**config.mk**
```make
export PLATFORM = sky130hd
export DESIGN_NAME = pascal_like_tokenizer
export DESIGN_NICKNAME = d
export VERILOG_FILES = /design/src/rtl/core/plt_pkg.sv /design/src/rtl/core/plt_lexer.sv /design/src/rtl/core/pascal_like_tokenizer.sv
export SDC_FILE = /design/constraint.sdc
export NUM_CORES = 1
export LEC_CHECK = 0
export BUFFER_PORTS_ARGS = -buffer_cell sky130_fd_sc_hd__buf_2
export CAP_MARGIN = 20
export CORE_ASPECT_RATIO = 1.5
export CORE_UTILIZATION = 50
export CTS_CLUSTER_DIAMETER = 40
export DETAILED_ROUTE_END_ITERATION = 6
export PLACE_DENSITY = 0.67
export SLEW_MARGIN = 5
export SYNTH_ARGS = -nofsm -noshare
export SYNTH_HDL_FRONTEND = slang
export SYNTH_SLANG_ARGS = --single-unit
```
**constraint.sdc**
```tcl
create_clock -name clk -period 4.2 [get_ports clk]
set_clock_uncertainty 0.2 [all_clocks]
set_input_delay 0.21 -clock clk [delete_from_list [all_inputs] [get_ports clk]]
set_output_delay 0.21 -clock clk [all_outputs]
set_load 0.1 [all_outputs]
```
**src/rtl/core/plt_pkg.sv**
```systemverilog
// Shared types and codes of the Pascal-like tokenizer.
`default_nettype none

package plt_pkg;

  // Scanner modes.
  localparam logic [3:0] M_IDLE  = 4'd0;
  localparam logic [3:0] M_ID    = 4'd1;
  localparam logic [3:0] M_NUM   = 4'd2;
  localparam logic [3:0] M_CHR1  = 4'd3;
  localparam logic [3:0] M_CHR2  = 4'd4;
  localparam logic [3:0] M_STR   = 4'd5;
  localparam logic [3:0] M_CMT   = 4'd6;
  localparam logic [3:0] M_LINE  = 4'd7;
  localparam logic [3:0] M_DOT   = 4'd8;
  localparam logic [3:0] M_GT    = 4'd9;
  localparam logic [3:0] M_LT    = 4'd10;
  localparam logic [3:0] M_COL   = 4'd11;
  localparam logic [3:0] M_COLEQ = 4'd12;
  localparam logic [3:0] M_ERR   = 4'd13;

  // Result kinds.
  localparam logic [1:0] KIND_TEXT = 2'd0;
  localparam logic [1:0] KIND_END  = 2'd1;
  localparam logic [1:0] KIND_ERR  = 2'd2;

  // Token kinds.
  localparam logic [5:0] TK_EOF    = 6'd0;
  localparam logic [5:0] TK_ID     = 6'd1;
  localparam logic [5:0] TK_INT    = 6'd2;
  localparam logic [5:0] TK_CHAR   = 6'd3;
  localparam logic [5:0] TK_STR    = 6'd4;
  localparam logic [5:0] TK_CMT    = 6'd5;
  localparam logic [5:0] TK_LINE   = 6'd6;
  localparam logic [5:0] TK_PLUS   = 6'd7;
  localparam logic [5:0] TK_MINUS  = 6'd8;
  localparam logic [5:0] TK_STAR   = 6'd9;
  localparam logic [5:0] TK_SLASH  = 6'd10;
  localparam logic [5:0] TK_COMMA  = 6'd11;
  localparam logic [5:0] TK_SEMI   = 6'd12;
  localparam logic [5:0] TK_LPAREN = 6'd13;
  localparam logic [5:0] TK_RPAREN = 6'd14;
  localparam logic [5:0] TK_EQ     = 6'd15;
  localparam logic [5:0] TK_DOT    = 6'd16;
  localparam logic [5:0] TK_DOTDOT = 6'd17;
  localparam logic [5:0] TK_GT     = 6'd18;
  localparam logic [5:0] TK_GE     = 6'd19;
  localparam logic [5:0] TK_LT     = 6'd20;
  localparam logic [5:0] TK_LE     = 6'd21;
  localparam logic [5:0] TK_NE     = 6'd22;
  localparam logic [5:0] TK_COLON  = 6'd23;
  localparam logic [5:0] TK_ASSIGN = 6'd24;
  localparam logic [5:0] TK_SWAP   = 6'd25;
  localparam logic [5:0] TK_KW0    = 6'd26;

  // Error codes.
  localparam logic [2:0] ERR_UNKNOWN   = 3'd0;
  localparam logic [2:0] ERR_EMPTY_CHR = 3'd1;
  localparam logic [2:0] ERR_BAD_CHR   = 3'd2;
  localparam logic [2:0] ERR_OPEN_STR  = 3'd3;
  localparam logic [2:0] ERR_OPEN_CMT  = 3'd4;
  localparam logic [2:0] ERR_DIGIT_LET = 3'd5;

  localparam int NUM_KW = 32;
  localparam int MAX_RES = 3;

  typedef struct packed {
    logic [1:0] kind;
    logic [7:0] text_char;
    logic [5:0] token_kind;
    logic [2:0] error_code;
    logic       last;
  } res_t;

  typedef struct packed {
    logic [3:0]        mode;
    logic [NUM_KW-1:0] alive;
    logic [3:0]        len;
  } state_t;

endpackage

`default_nettype wire

```
**src/rtl/core/plt_lexer.sv**
```systemverilog
// Combinational scanner step: next state and up to three results for one request.
`default_nettype none

module plt_lexer (
  input  wire plt_pkg::state_t        cur,
  input  wire logic [7:0]             char_in,
  input  wire logic                   end_of_input,
  output plt_pkg::state_t             nxt,
  output plt_pkg::res_t [2:0]         results,
  output logic [1:0]                  count
);

  localparam logic [3:0] KW_LEN [plt_pkg::NUM_KW] = '{
    4'd7, 4'd3, 4'd5, 4'd4, 4'd8, 4'd6, 4'd5, 4'd3,
    4'd6, 4'd2, 4'd4, 4'd4, 4'd5, 4'd2, 4'd4, 4'd2,
    4'd9, 4'd6, 4'd3, 4'd5, 4'd4, 4'd4, 4'd4, 4'd3,
    4'd3, 4'd2, 4'd3, 4'd4, 4'd4, 4'd4, 4'd3, 4'd3
  };

  // Each keyword is right-justified; its first letter sits highest.
  localparam logic [71:0] KW_STR [plt_pkg::NUM_KW] = '{
    "program", "var", "const", "type", "function", "return", "begin", "end",
    "output", "if", "else", "then", "while", "do", "case", "of",
    "otherwise", "repeat", "for", "until", "loop", "pool", "exit", "mod",
    "and", "or", "not", "read", "succ", "pred", "chr", "eof"
  };

  function automatic logic [plt_pkg::NUM_KW-1:0] kw_keep(logic [7:0] c, logic [3:0] pos);
    logic [plt_pkg::NUM_KW-1:0] m;
    int sh;
    for (int k = 0; k < plt_pkg::NUM_KW; k++) begin
      m[k] = 1'b0;
      if (pos < KW_LEN[k]) begin
        sh = 8 * (int'(KW_LEN[k]) - 1 - int'(pos));
        m[k] = (KW_STR[k][sh +: 8] == c);
      end
    end
    return m;
  endfunction

  function automatic logic [5:0] ident_kind(logic [plt_pkg::NUM_KW-1:0] alive, logic [3:0] len);
    logic [5:0] tk;
    tk = plt_pkg::TK_ID;
    for (int k = plt_pkg::NUM_KW - 1; k >= 0; k--) begin
      if (alive[k] && KW_LEN[k] == len) begin
        tk = 6'(int'(plt_pkg::TK_KW0) + k);
      end
    end
    return tk;
  endfunction

  function automatic logic is_letter(logic [7:0] c);
    return (c inside {[8'd65:8'd90], [8'd97:8'd122]}) || c == "_";
  endfunction

  function automatic logic is_digit(logic [7:0] c);
    return c inside {["0":"9"]};
  endfunction

  function automatic logic [5:0] op_token(logic [7:0] c);
    logic [5:0] tk;
    case (c)
      "+":     tk = plt_pkg::TK_PLUS;
      "-":     tk = plt_pkg::TK_MINUS;
      "*":     tk = plt_pkg::TK_STAR;
      "/":     tk = plt_pkg::TK_SLASH;
      ",":     tk = plt_pkg::TK_COMMA;
      ";":     tk = plt_pkg::TK_SEMI;
      "(":     tk = plt_pkg::TK_LPAREN;
      ")":     tk = plt_pkg::TK_RPAREN;
      "=":     tk = plt_pkg::TK_EQ;
      default: tk = plt_pkg::TK_EOF;
    endcase
    return tk;
  endfunction

  function automatic plt_pkg::res_t mk_text(logic [7:0] c);
    plt_pkg::res_t r;
    r = '0;
    r.kind = plt_pkg::KIND_TEXT;
    r.text_char = c;
    return r;
  endfunction

  function automatic plt_pkg::res_t mk_end(logic [5:0] tk);
    plt_pkg::res_t r;
    r = '0;
    r.kind = plt_pkg::KIND_END;
    r.token_kind = tk;
    return r;
  endfunction

  function automatic plt_pkg::res_t mk_err(logic [2:0] e);
    plt_pkg::res_t r;
    r = '0;
    r.kind = plt_pkg::KIND_ERR;
    r.error_code = e;
    return r;
  endfunction

  logic [plt_pkg::NUM_KW-1:0] keep_cur;
  logic [plt_pkg::NUM_KW-1:0] keep_first;
  logic [5:0]                 id_tk;
  logic [5:0]                 op_tk;
  logic [3:0]                 len_inc;

  assign keep_cur   = kw_keep(char_in, cur.len);
  assign keep_first = kw_keep(char_in, 4'd0);
  assign id_tk      = ident_kind(cur.alive, cur.len);
  assign op_tk      = op_token(char_in);
  assign len_inc    = (cur.len == 4'hF) ? cur.len : cur.len + 4'd1;

  always_comb begin
    logic [1:0] n;
    logic       restart;
    logic       stop;
    n       = 2'd0;
    restart = 1'b0;
    stop    = 1'b0;
    nxt     = cur;
    results = '0;

    if (cur.mode > plt_pkg::M_COLEQ) begin
      nxt.mode = plt_pkg::M_ERR;
    end else if (end_of_input) begin
      case (cur.mode)
        plt_pkg::M_ID: begin
          results[n] = mk_end(id_tk); n = n + 2'd1;
        end
        plt_pkg::M_NUM: begin
          results[n] = mk_end(plt_pkg::TK_INT); n = n + 2'd1;
        end
        plt_pkg::M_CHR1, plt_pkg::M_CHR2: begin
          results[n] = mk_err(plt_pkg::ERR_BAD_CHR); n = n + 2'd1; stop = 1'b1;
        end
        plt_pkg::M_STR: begin
          results[n] = mk_err(plt_pkg::ERR_OPEN_STR); n = n + 2'd1; stop = 1'b1;
        end
        plt_pkg::M_CMT: begin
          results[n] = mk_err(plt_pkg::ERR_OPEN_CMT); n = n + 2'd1; stop = 1'b1;
        end
        plt_pkg::M_LINE: begin
          results[n] = mk_end(plt_pkg::TK_LINE); n = n + 2'd1;
        end
        plt_pkg::M_DOT: begin
          results[n] = mk_end(plt_pkg::TK_DOT); n = n + 2'd1;
        end
        plt_pkg::M_GT: begin
          results[n] = mk_end(plt_pkg::TK_GT); n = n + 2'd1;
        end
        plt_pkg::M_LT: begin
          results[n] = mk_end(plt_pkg::TK_LT); n = n + 2'd1;
        end
        plt_pkg::M_COL: begin
          results[n] = mk_end(plt_pkg::TK_COLON); n = n + 2'd1;
        end
        plt_pkg::M_COLEQ: begin
          results[n] = mk_end(plt_pkg::TK_ASSIGN); n = n + 2'd1;
        end
        default: ;
      endcase
      if (stop) begin
        nxt.mode = plt_pkg::M_ERR;
      end else begin
        results[n] = mk_end(plt_pkg::TK_EOF); n = n + 2'd1;
        nxt.mode = plt_pkg::M_IDLE;
      end
    end else begin
      case (cur.mode)
        plt_pkg::M_ID: begin
          if (is_letter(char_in) || is_digit(char_in)) begin
            nxt.alive = cur.alive & keep_cur;
            nxt.len = len_inc;
            results[n] = mk_text(char_in); n = n + 2'd1;
          end else begin
            results[n] = mk_end(id_tk); n = n + 2'd1;
            nxt.mode = plt_pkg::M_IDLE; restart = 1'b1;
          end
        end
        plt_pkg::M_NUM: begin
          if (is_digit(char_in)) begin
            results[n] = mk_text(char_in); n = n + 2'd1;
          end else if (is_letter(char_in)) begin
            results[n] = mk_err(plt_pkg::ERR_DIGIT_LET); n = n + 2'd1;
            nxt.mode = plt_pkg::M_ERR;
          end else begin
            results[n] = mk_end(plt_pkg::TK_INT); n = n + 2'd1;
            nxt.mode = plt_pkg::M_IDLE; restart = 1'b1;
          end
        end
        plt_pkg::M_CHR1: begin
          if (char_in == "'") begin
            results[n] = mk_err(plt_pkg::ERR_EMPTY_CHR); n = n + 2'd1;
            nxt.mode = plt_pkg::M_ERR;
          end else begin
            results[n] = mk_text(char_in); n = n + 2'd1;
            nxt.mode = plt_pkg::M_CHR2;
          end
        end
        plt_pkg::M_CHR2: begin
          if (char_in == "'") begin
            results[n] = mk_end(plt_pkg::TK_CHAR); n = n + 2'd1;
            nxt.mode = plt_pkg::M_IDLE;
          end else begin
            results[n] = mk_err(plt_pkg::ERR_BAD_CHR); n = n + 2'd1;
            nxt.mode = plt_pkg::M_ERR;
          end
        end
        plt_pkg::M_STR: begin
          if (char_in == "\"") begin
            results[n] = mk_end(plt_pkg::TK_STR); n = n + 2'd1;
            nxt.mode = plt_pkg::M_IDLE;
          end else begin
            results[n] = mk_text(char_in); n = n + 2'd1;
          end
        end
        plt_pkg::M_CMT: begin
          if (char_in == "}") begin
            results[n] = mk_end(plt_pkg::TK_CMT); n = n + 2'd1;
            nxt.mode = plt_pkg::M_IDLE;
          end else begin
            results[n] = mk_text(char_in); n = n + 2'd1;
          end
        end
        plt_pkg::M_LINE: begin
          if (char_in == "\n" || char_in == 8'h0D) begin
            results[n] = mk_end(plt_pkg::TK_LINE); n = n + 2'd1;
            nxt.mode = plt_pkg::M_IDLE;
          end else begin
            results[n] = mk_text(char_in); n = n + 2'd1;
          end
        end
        plt_pkg::M_DOT: begin
          if (char_in == ".") begin
            results[n] = mk_text(char_in); n = n + 2'd1;
            results[n] = mk_end(plt_pkg::TK_DOTDOT); n = n + 2'd1;
            nxt.mode = plt_pkg::M_IDLE;
          end else begin
            results[n] = mk_end(plt_pkg::TK_DOT); n = n + 2'd1;
            nxt.mode = plt_pkg::M_IDLE; restart = 1'b1;
          end
        end
        plt_pkg::M_GT: begin
          if (char_in == "=") begin
            results[n] = mk_text(char_in); n = n + 2'd1;
            results[n] = mk_end(plt_pkg::TK_GE); n = n + 2'd1;
            nxt.mode = plt_pkg::M_IDLE;
          end else begin
            results[n] = mk_end(plt_pkg::TK_GT); n = n + 2'd1;
            nxt.mode = plt_pkg::M_IDLE; restart = 1'b1;
          end
        end
        plt_pkg::M_LT: begin
          if (char_in == "=") begin
            results[n] = mk_text(char_in); n = n + 2'd1;
            results[n] = mk_end(plt_pkg::TK_LE); n = n + 2'd1;
            nxt.mode = plt_pkg::M_IDLE;
          end else if (char_in == ">") begin
            results[n] = mk_text(char_in); n = n + 2'd1;
            results[n] = mk_end(plt_pkg::TK_NE); n = n + 2'd1;
            nxt.mode = plt_pkg::M_IDLE;
          end else begin
            results[n] = mk_end(plt_pkg::TK_LT); n = n + 2'd1;
            nxt.mode = plt_pkg::M_IDLE; restart = 1'b1;
          end
        end
        plt_pkg::M_COL: begin
          if (char_in == "=") begin
            results[n] = mk_text(char_in); n = n + 2'd1;
            nxt.mode = plt_pkg::M_COLEQ;
          end else begin
            results[n] = mk_end(plt_pkg::TK_COLON); n = n + 2'd1;
            nxt.mode = plt_pkg::M_IDLE; restart = 1'b1;
          end
        end
        plt_pkg::M_COLEQ: begin
          if (char_in == ":") begin
            results[n] = mk_text(char_in); n = n + 2'd1;
            results[n] = mk_end(plt_pkg::TK_SWAP); n = n + 2'd1;
            nxt.mode = plt_pkg::M_IDLE;
          end else begin
            results[n] = mk_end(plt_pkg::TK_ASSIGN); n = n + 2'd1;
            nxt.mode = plt_pkg::M_IDLE; restart = 1'b1;
          end
        end
        default: restart = 1'b1;
      endcase
    end

    // The current character is scanned anew: it opens a new token, is skipped as white space, or gives an error.
    if (restart) begin
      if (char_in == " " || char_in == "\t" || char_in == 8'h0D || char_in == "\n") begin
        nxt.mode = plt_pkg::M_IDLE;
      end else if (char_in == "'") begin
        nxt.mode = plt_pkg::M_CHR1;
      end else if (char_in == "\"") begin
        nxt.mode = plt_pkg::M_STR;
      end else if (char_in == "{") begin
        nxt.mode = plt_pkg::M_CMT;
      end else if (char_in == "#") begin
        nxt.mode = plt_pkg::M_LINE;
      end else if (is_digit(char_in)) begin
        results[n] = mk_text(char_in); n = n + 2'd1;
        nxt.mode = plt_pkg::M_NUM;
      end else if (is_letter(char_in)) begin
        nxt.alive = keep_first;
        nxt.len = 4'd1;
        results[n] = mk_text(char_in); n = n + 2'd1;
        nxt.mode = plt_pkg::M_ID;
      end else if (op_tk != plt_pkg::TK_EOF) begin
        results[n] = mk_text(char_in); n = n + 2'd1;
        results[n] = mk_end(op_tk); n = n + 2'd1;
        nxt.mode = plt_pkg::M_IDLE;
      end else if (char_in == ".") begin
        results[n] = mk_text(char_in); n = n + 2'd1;
        nxt.mode = plt_pkg::M_DOT;
      end else if (char_in == ">") begin
        results[n] = mk_text(char_in); n = n + 2'd1;
        nxt.mode = plt_pkg::M_GT;
      end else if (char_in == "<") begin
        results[n] = mk_text(char_in); n = n + 2'd1;
        nxt.mode = plt_pkg::M_LT;
      end else if (char_in == ":") begin
        results[n] = mk_text(char_in); n = n + 2'd1;
        nxt.mode = plt_pkg::M_COL;
      end else begin
        results[n] = mk_err(plt_pkg::ERR_UNKNOWN); n = n + 2'd1;
        nxt.mode = plt_pkg::M_ERR;
      end
    end

    if (n != 2'd0) begin
      results[n - 2'd1].last = 1'b1;
    end
    count = n;
  end

endmodule

`default_nettype wire

```
**src/rtl/core/pascal_like_tokenizer.sv**
```systemverilog
// Top level of the Pascal-like tokenizer: scanner state and result queue.
// The first result of a request is offered in the cycle after the request is accepted.
// Throughput: one request per cycle while each request gives at most one result and
// out_ready is high; a request with more results holds off the next until all have left.
// Reset (synchronous, active high) returns the scanner to idle, sets the keyword
// mask to all ones, clears the identifier length and empties the result queue.
`default_nettype none

module pascal_like_tokenizer (
  input  wire logic       clk,
  input  wire logic       rst,
  input  wire logic       in_valid,
  output logic            in_ready,
  input  wire logic [7:0] char_in,
  input  wire logic       end_of_input,
  output logic            out_valid,
  input  wire logic       out_ready,
  output logic [1:0]      kind,
  output logic [7:0]      text_char,
  output logic [5:0]      token_kind,
  output logic [2:0]      error_code,
  output logic            last
);

  // Scanner state: mode, keyword alive mask and identifier length.
  plt_pkg::state_t state;
  plt_pkg::state_t state_next;

  // Results of one request, produced in a single pass by the scanner.
  plt_pkg::res_t [2:0] step_res;
  logic [1:0]          step_cnt;

  // Result queue: entry 0 is the one on the output port. It holds the results
  // of at most one request, so it is refilled whole when a request is taken.
  plt_pkg::res_t [2:0] queue;
  logic [1:0]          cnt;

  logic in_fire;
  logic out_fire;

  plt_lexer u_lexer (
    .cur          (state),
    .char_in      (char_in),
    .end_of_input (end_of_input),
    .nxt          (state_next),
    .results      (step_res),
    .count        (step_cnt)
  );

  // A new request is taken when the queue is empty or its last entry leaves
  // in this same cycle, so a finished result never blocks the next request.
  assign in_ready  = (cnt == 2'd0) || (cnt == 2'd1 && out_ready);
  assign in_fire   = in_valid && in_ready;
  assign out_valid = (cnt != 2'd0);
  assign out_fire  = out_valid && out_ready;

  assign kind       = queue[0].kind;
  assign text_char  = queue[0].text_char;
  assign token_kind = queue[0].token_kind;
  assign error_code = queue[0].error_code;
  assign last       = queue[0].last;

  always_ff @(posedge clk) begin
    if (rst) begin
      state.mode  <= plt_pkg::M_IDLE;
      state.alive <= '1;
      state.len   <= '0;
    end else if (in_fire) begin
      state <= state_next;
    end
  end

  always_ff @(posedge clk) begin
    if (rst) begin
      cnt <= 2'd0;
    end else if (in_fire) begin
      cnt <= step_cnt;
    end else if (out_fire) begin
      cnt <= cnt - 2'd1;
    end
  end

  always_ff @(posedge clk) begin
    if (in_fire) begin
      queue <= step_res;
    end else if (out_fire) begin
      queue[0] <= queue[1];
      queue[1] <= queue[2];
    end
  end

  // The newest entry in the queue always closes the results of its request.
  assert property (@(posedge clk) disable iff (rst)
    (cnt != 2'd0) |-> queue[cnt - 2'd1].last)
    else $error("queued results do not end with a last flag");

  // Once an error has been reported, further requests give no results.
  assert property (@(posedge clk) disable iff (rst)
    (in_fire && state.mode == plt_pkg::M_ERR) |=> (cnt == 2'd0))
    else $error("request after an error produced results");

  // The error mode is only left through reset.
  assert property (@(posedge clk) disable iff (rst)
    (state.mode == plt_pkg::M_ERR) |=> (state.mode == plt_pkg::M_ERR))
    else $error("error mode left without reset");

  // A request is never taken while older results would be overwritten.
  assert property (@(posedge clk) disable iff (rst)
    in_fire |-> (cnt == 2'd0 || out_fire))
    else $error("request accepted over pending results");

endmodule

`default_nettype wire
```
==> results.md <==
* Max Root-Sink Buffers at 2
* Total wire length at 44.1 mm
* First-pass GRT wire length at 66.9 mm
* Yosys Warn Count at 0
* Final ANT Viol Nets at 0
* Fin. max-slew vios at 0
* Fin Setup TNS at 0 ps
* Antenna diodes at 0
* Num CTS Buffers at 9
* DR iter-0 viols at 1612
* Register bit total from synthesis at 93
* Die area at 21100 um^2
* CP endpoint kind: flop
* Clk_lat worst skew at 380 ps
* Count of cell types in the netlist at 97
* Share of cells above drive strength 1 at 12.4%
* Cell count of the worst reg-to-reg path at 13
* Total power at 4810 uW
* I/O pins at 35
* Crit Path Category: flop to flop
* Post-synth EDFFs at 51
* Crit Path Max Fanout at 17
* Crit-path cells: and4bb_2 > a21oi_1 > o21a_1 > nand4_1 > o211a_1 > buf_4 > inv_1 > ha_1 > o211ai_1 > a21oi_1 > buf_4 > or3_1 > o31ai_1
* CP required at 4210 ps
* Post-CTS setup buffers at 0
* Sequential cell area at 2370 um^2
* Hold-critical path depth at 2
* Async SR Flop Fraction at 0%
* Via density at 7.21
* P&R area growth vs syn at 6.97%
* Final #Nets at 1395
* RSZ-0062 raised after global routing: no
* Final setup fails at 0
* Initial antenna violation count at 1
* Worst-margin pin slew at 929 ps
* Pre-antenna DRT Iters at 7
* Startpoint Class: flop
* PortBufs at 34
* Mapped Area at 10200 um^2
* Vias in the first global route at 11000
* Reg clk slew, reported paths at 80 ps
* PD cells at 439 nW/um^2
* Gp weighted congestion at 1.06
* Core ar. at 19900 um^2
* Final instance area at 10900 um^2
* Tmin final at 3770 ps
* GRT Total Usage at 42.6%
* Initial Util at 51.3%
* Max stage delay on crit path at 750 ps
* Hold-fix buffers at CTS at 0
* Area after DPL at 10600 um^2
* Multi-input gate area at 7040 um^2
* Max stage delay cell, worst path: dfxtp_1
* Final period util at 89.7%
* Die X at 119 um
* Die height at 177 um
* Final HPWL DP at 32.5 mm
* Main synth FF type: edfxtp_1
* Syn_nets at 1423
* Drt wl/cell at 27.2 um
* CTS Root Cell: clkbuf_16
* Cell count after synthesis at 1384
* Synth Area per Inst at 7.39 um^2
* GR Overflow Total at 0
* Sequential-to-total area share from yosys stat at 23.2%
* Slew margin rel. at 38.0%
* FILL cells at 1991
* Largest net degree at the start of global routing at 60
* Via count at 11700
* Max Clk Rate at 0.265 GHz
* Status: finished, final reports clean
* Num rows at 63
* Drt drc at 0
* Max capacitance violation total at 0
* Final hold violation count at 0
* Clock sink count at 93
* CTS tree: built
* Maximum VDD drop at 0.365 mV
* Critical Path AT at 3780 ps
* HP Class: input port to flop
* Leak at 0.00403 uW
* H-tree levels at 3
* CTS resizes at 0
layout make-up:
class,count,share of cell area (%)
inverters,33,1.13
multi-input cells,1103,64.3
flip-flops and latches,93,21.7
clock buffers,10,2.29
well taps,260,2.97
clock inverters,6,0.446
repair buffers,116,7.18
per-layer routing:
metal | global-route usage, % | wire (um) | vias to the layer above
met5 | 0 | 0 | -
met4 | 37.0 | 4580 | 0
met3 | 8.18 | 3570 | 248
met2 | 71.4 | 20600 | 778
met1 | 45.8 | 15300 | 5491
li1 | - | - | 5165
flip-flops by register name (all words and copies together), names as in the netlist:
| signal | count |
|---|---|
| token_kind | 6 |
| last | 1 |
| kind | 2 |
| cnt | 2 |
| state | 40 |
| queue | 31 |
| text_char | 8 |
| error_code | 3 |
cell usage in the layout, fill, tap and decap left out, types with 10 or more instances in the layout:
cell type	n
buf_4	82
nand4_1	22
inv_1	30
or3_1	13
o22ai_1	10
nor2b_1	18
a22o_1	14
a21oi_1	97
o21ai_0	93
o21a_1	12
a211oi_1	13
o31ai_1	18
nand2_1	136
a21o_1	12
ha_1	26
and3_1	22
nor4_1	16
xnor2_1	43
nand2b_1	17
edfxtp_1	51
and2_1	25
dfxtp_1	41
nor3b_1	11
buf_2	34
nand3_1	52
o211ai_1	25
nor3_1	60
clkbuf_16	10
o32ai_1	10
a221oi_1	10
nor2_1	98
a31oi_1	33
a32oi_1	11
synthesized netlist by cell type (11+ instances only):
library cell	n	area share, %
a211oi_1	13	0.95
a21o_1	12	0.88
a21oi_1	97	4.7
a22o_1	14	1.2
a31oi_1	33	2.0
a32oi_1	11	0.94
and2_1	25	1.5
and3_1	22	1.3
buf_1	17	0.62
buf_2	16	0.78
buf_4	22	1.6
clkbuf_1	97	3.6
dfxtp_1	42	8.2
edfxtp_1	51	15
ha_1	26	3.2
inv_1	30	1.1
nand2_1	137	5.0
nand2b_1	17	1.0
nand3_1	52	2.5
nand4_1	22	1.3
nor2_1	98	3.6
nor2b_1	18	1.1
nor3_1	60	2.9
nor3b_1	11	0.81
nor4_1	16	0.98
o211ai_1	25	1.8
o21a_1	12	0.88
o21ai_0	93	4.5
o31ai_1	18	1.3
or3_1	13	0.79
xnor2_1	43	3.7
power breakdown:
part / internal, uW / switching, uW
combinational: 657 / 1920
clock: 447 / 416
sequential: 1250 / 118
logic make-up (layout without fill, tap and decap cells):
logic type                 count (synthesis)  in the layout  synth area share (%)
AOI/OAI and AO/OA                        477            477                  32.7
other                                      1              1                0.0366
adders and majority gates                 26             26                  3.18
and+or+nand+nor                          535            535                  27.0
buffers and inverters                    188            165                  8.12
xor gates and xnor gates                  50             50                  4.28
muxes                                     14             14                  1.43
DFF                                       93             93                  23.2
worst max-delay path, delay by kind of cell (launching register included):
kind | cells | cell delay (ps)
AO/OA/AOI/OAI | 6 | 1040
AND/OR/NAND/NOR | 3 | 930
flip-flops | 1 | 750
buffers and inverters | 3 | 410
adder cells (fa/ha/maj) | 1 | 280
path summary, 6_finish.rpt:
| kind | slack [ps] | from | to |
|---|---|---|---|
| setup reg to reg | 430 | state[38]$_SDFFE_PP0P_ | token_kind[4]$_DFFE_PP_ |
| setup / recovery | 430 | state[38]$_SDFFE_PP0P_ | token_kind[4]$_DFFE_PP_ |
| hold / removal | 230 | rst | state[37]$_SDFFE_PP0P_ |
| hold reg to reg | 280 | state[21]$_SDFFE_PP1P_ | state[21]$_SDFFE_PP1P_ |
metrics by stage:
step / hold slack (ps) / instances / setup slack (ps) / utilization (%)
after floorplan: 131 / 1384 / 317 / -
after global placement: 267 / 1605 / 561 / 53.4
after detailed placement: 270 / 1605 / 478 / 53.4
after CTS: 193 / 1621 / 472 / 54.9
after global routing: 219 / 1621 / 221 / 54.9
final: 225 / 1621 / 433 / 54.9
Note: power is estimated with default switching activity, not from simulation.
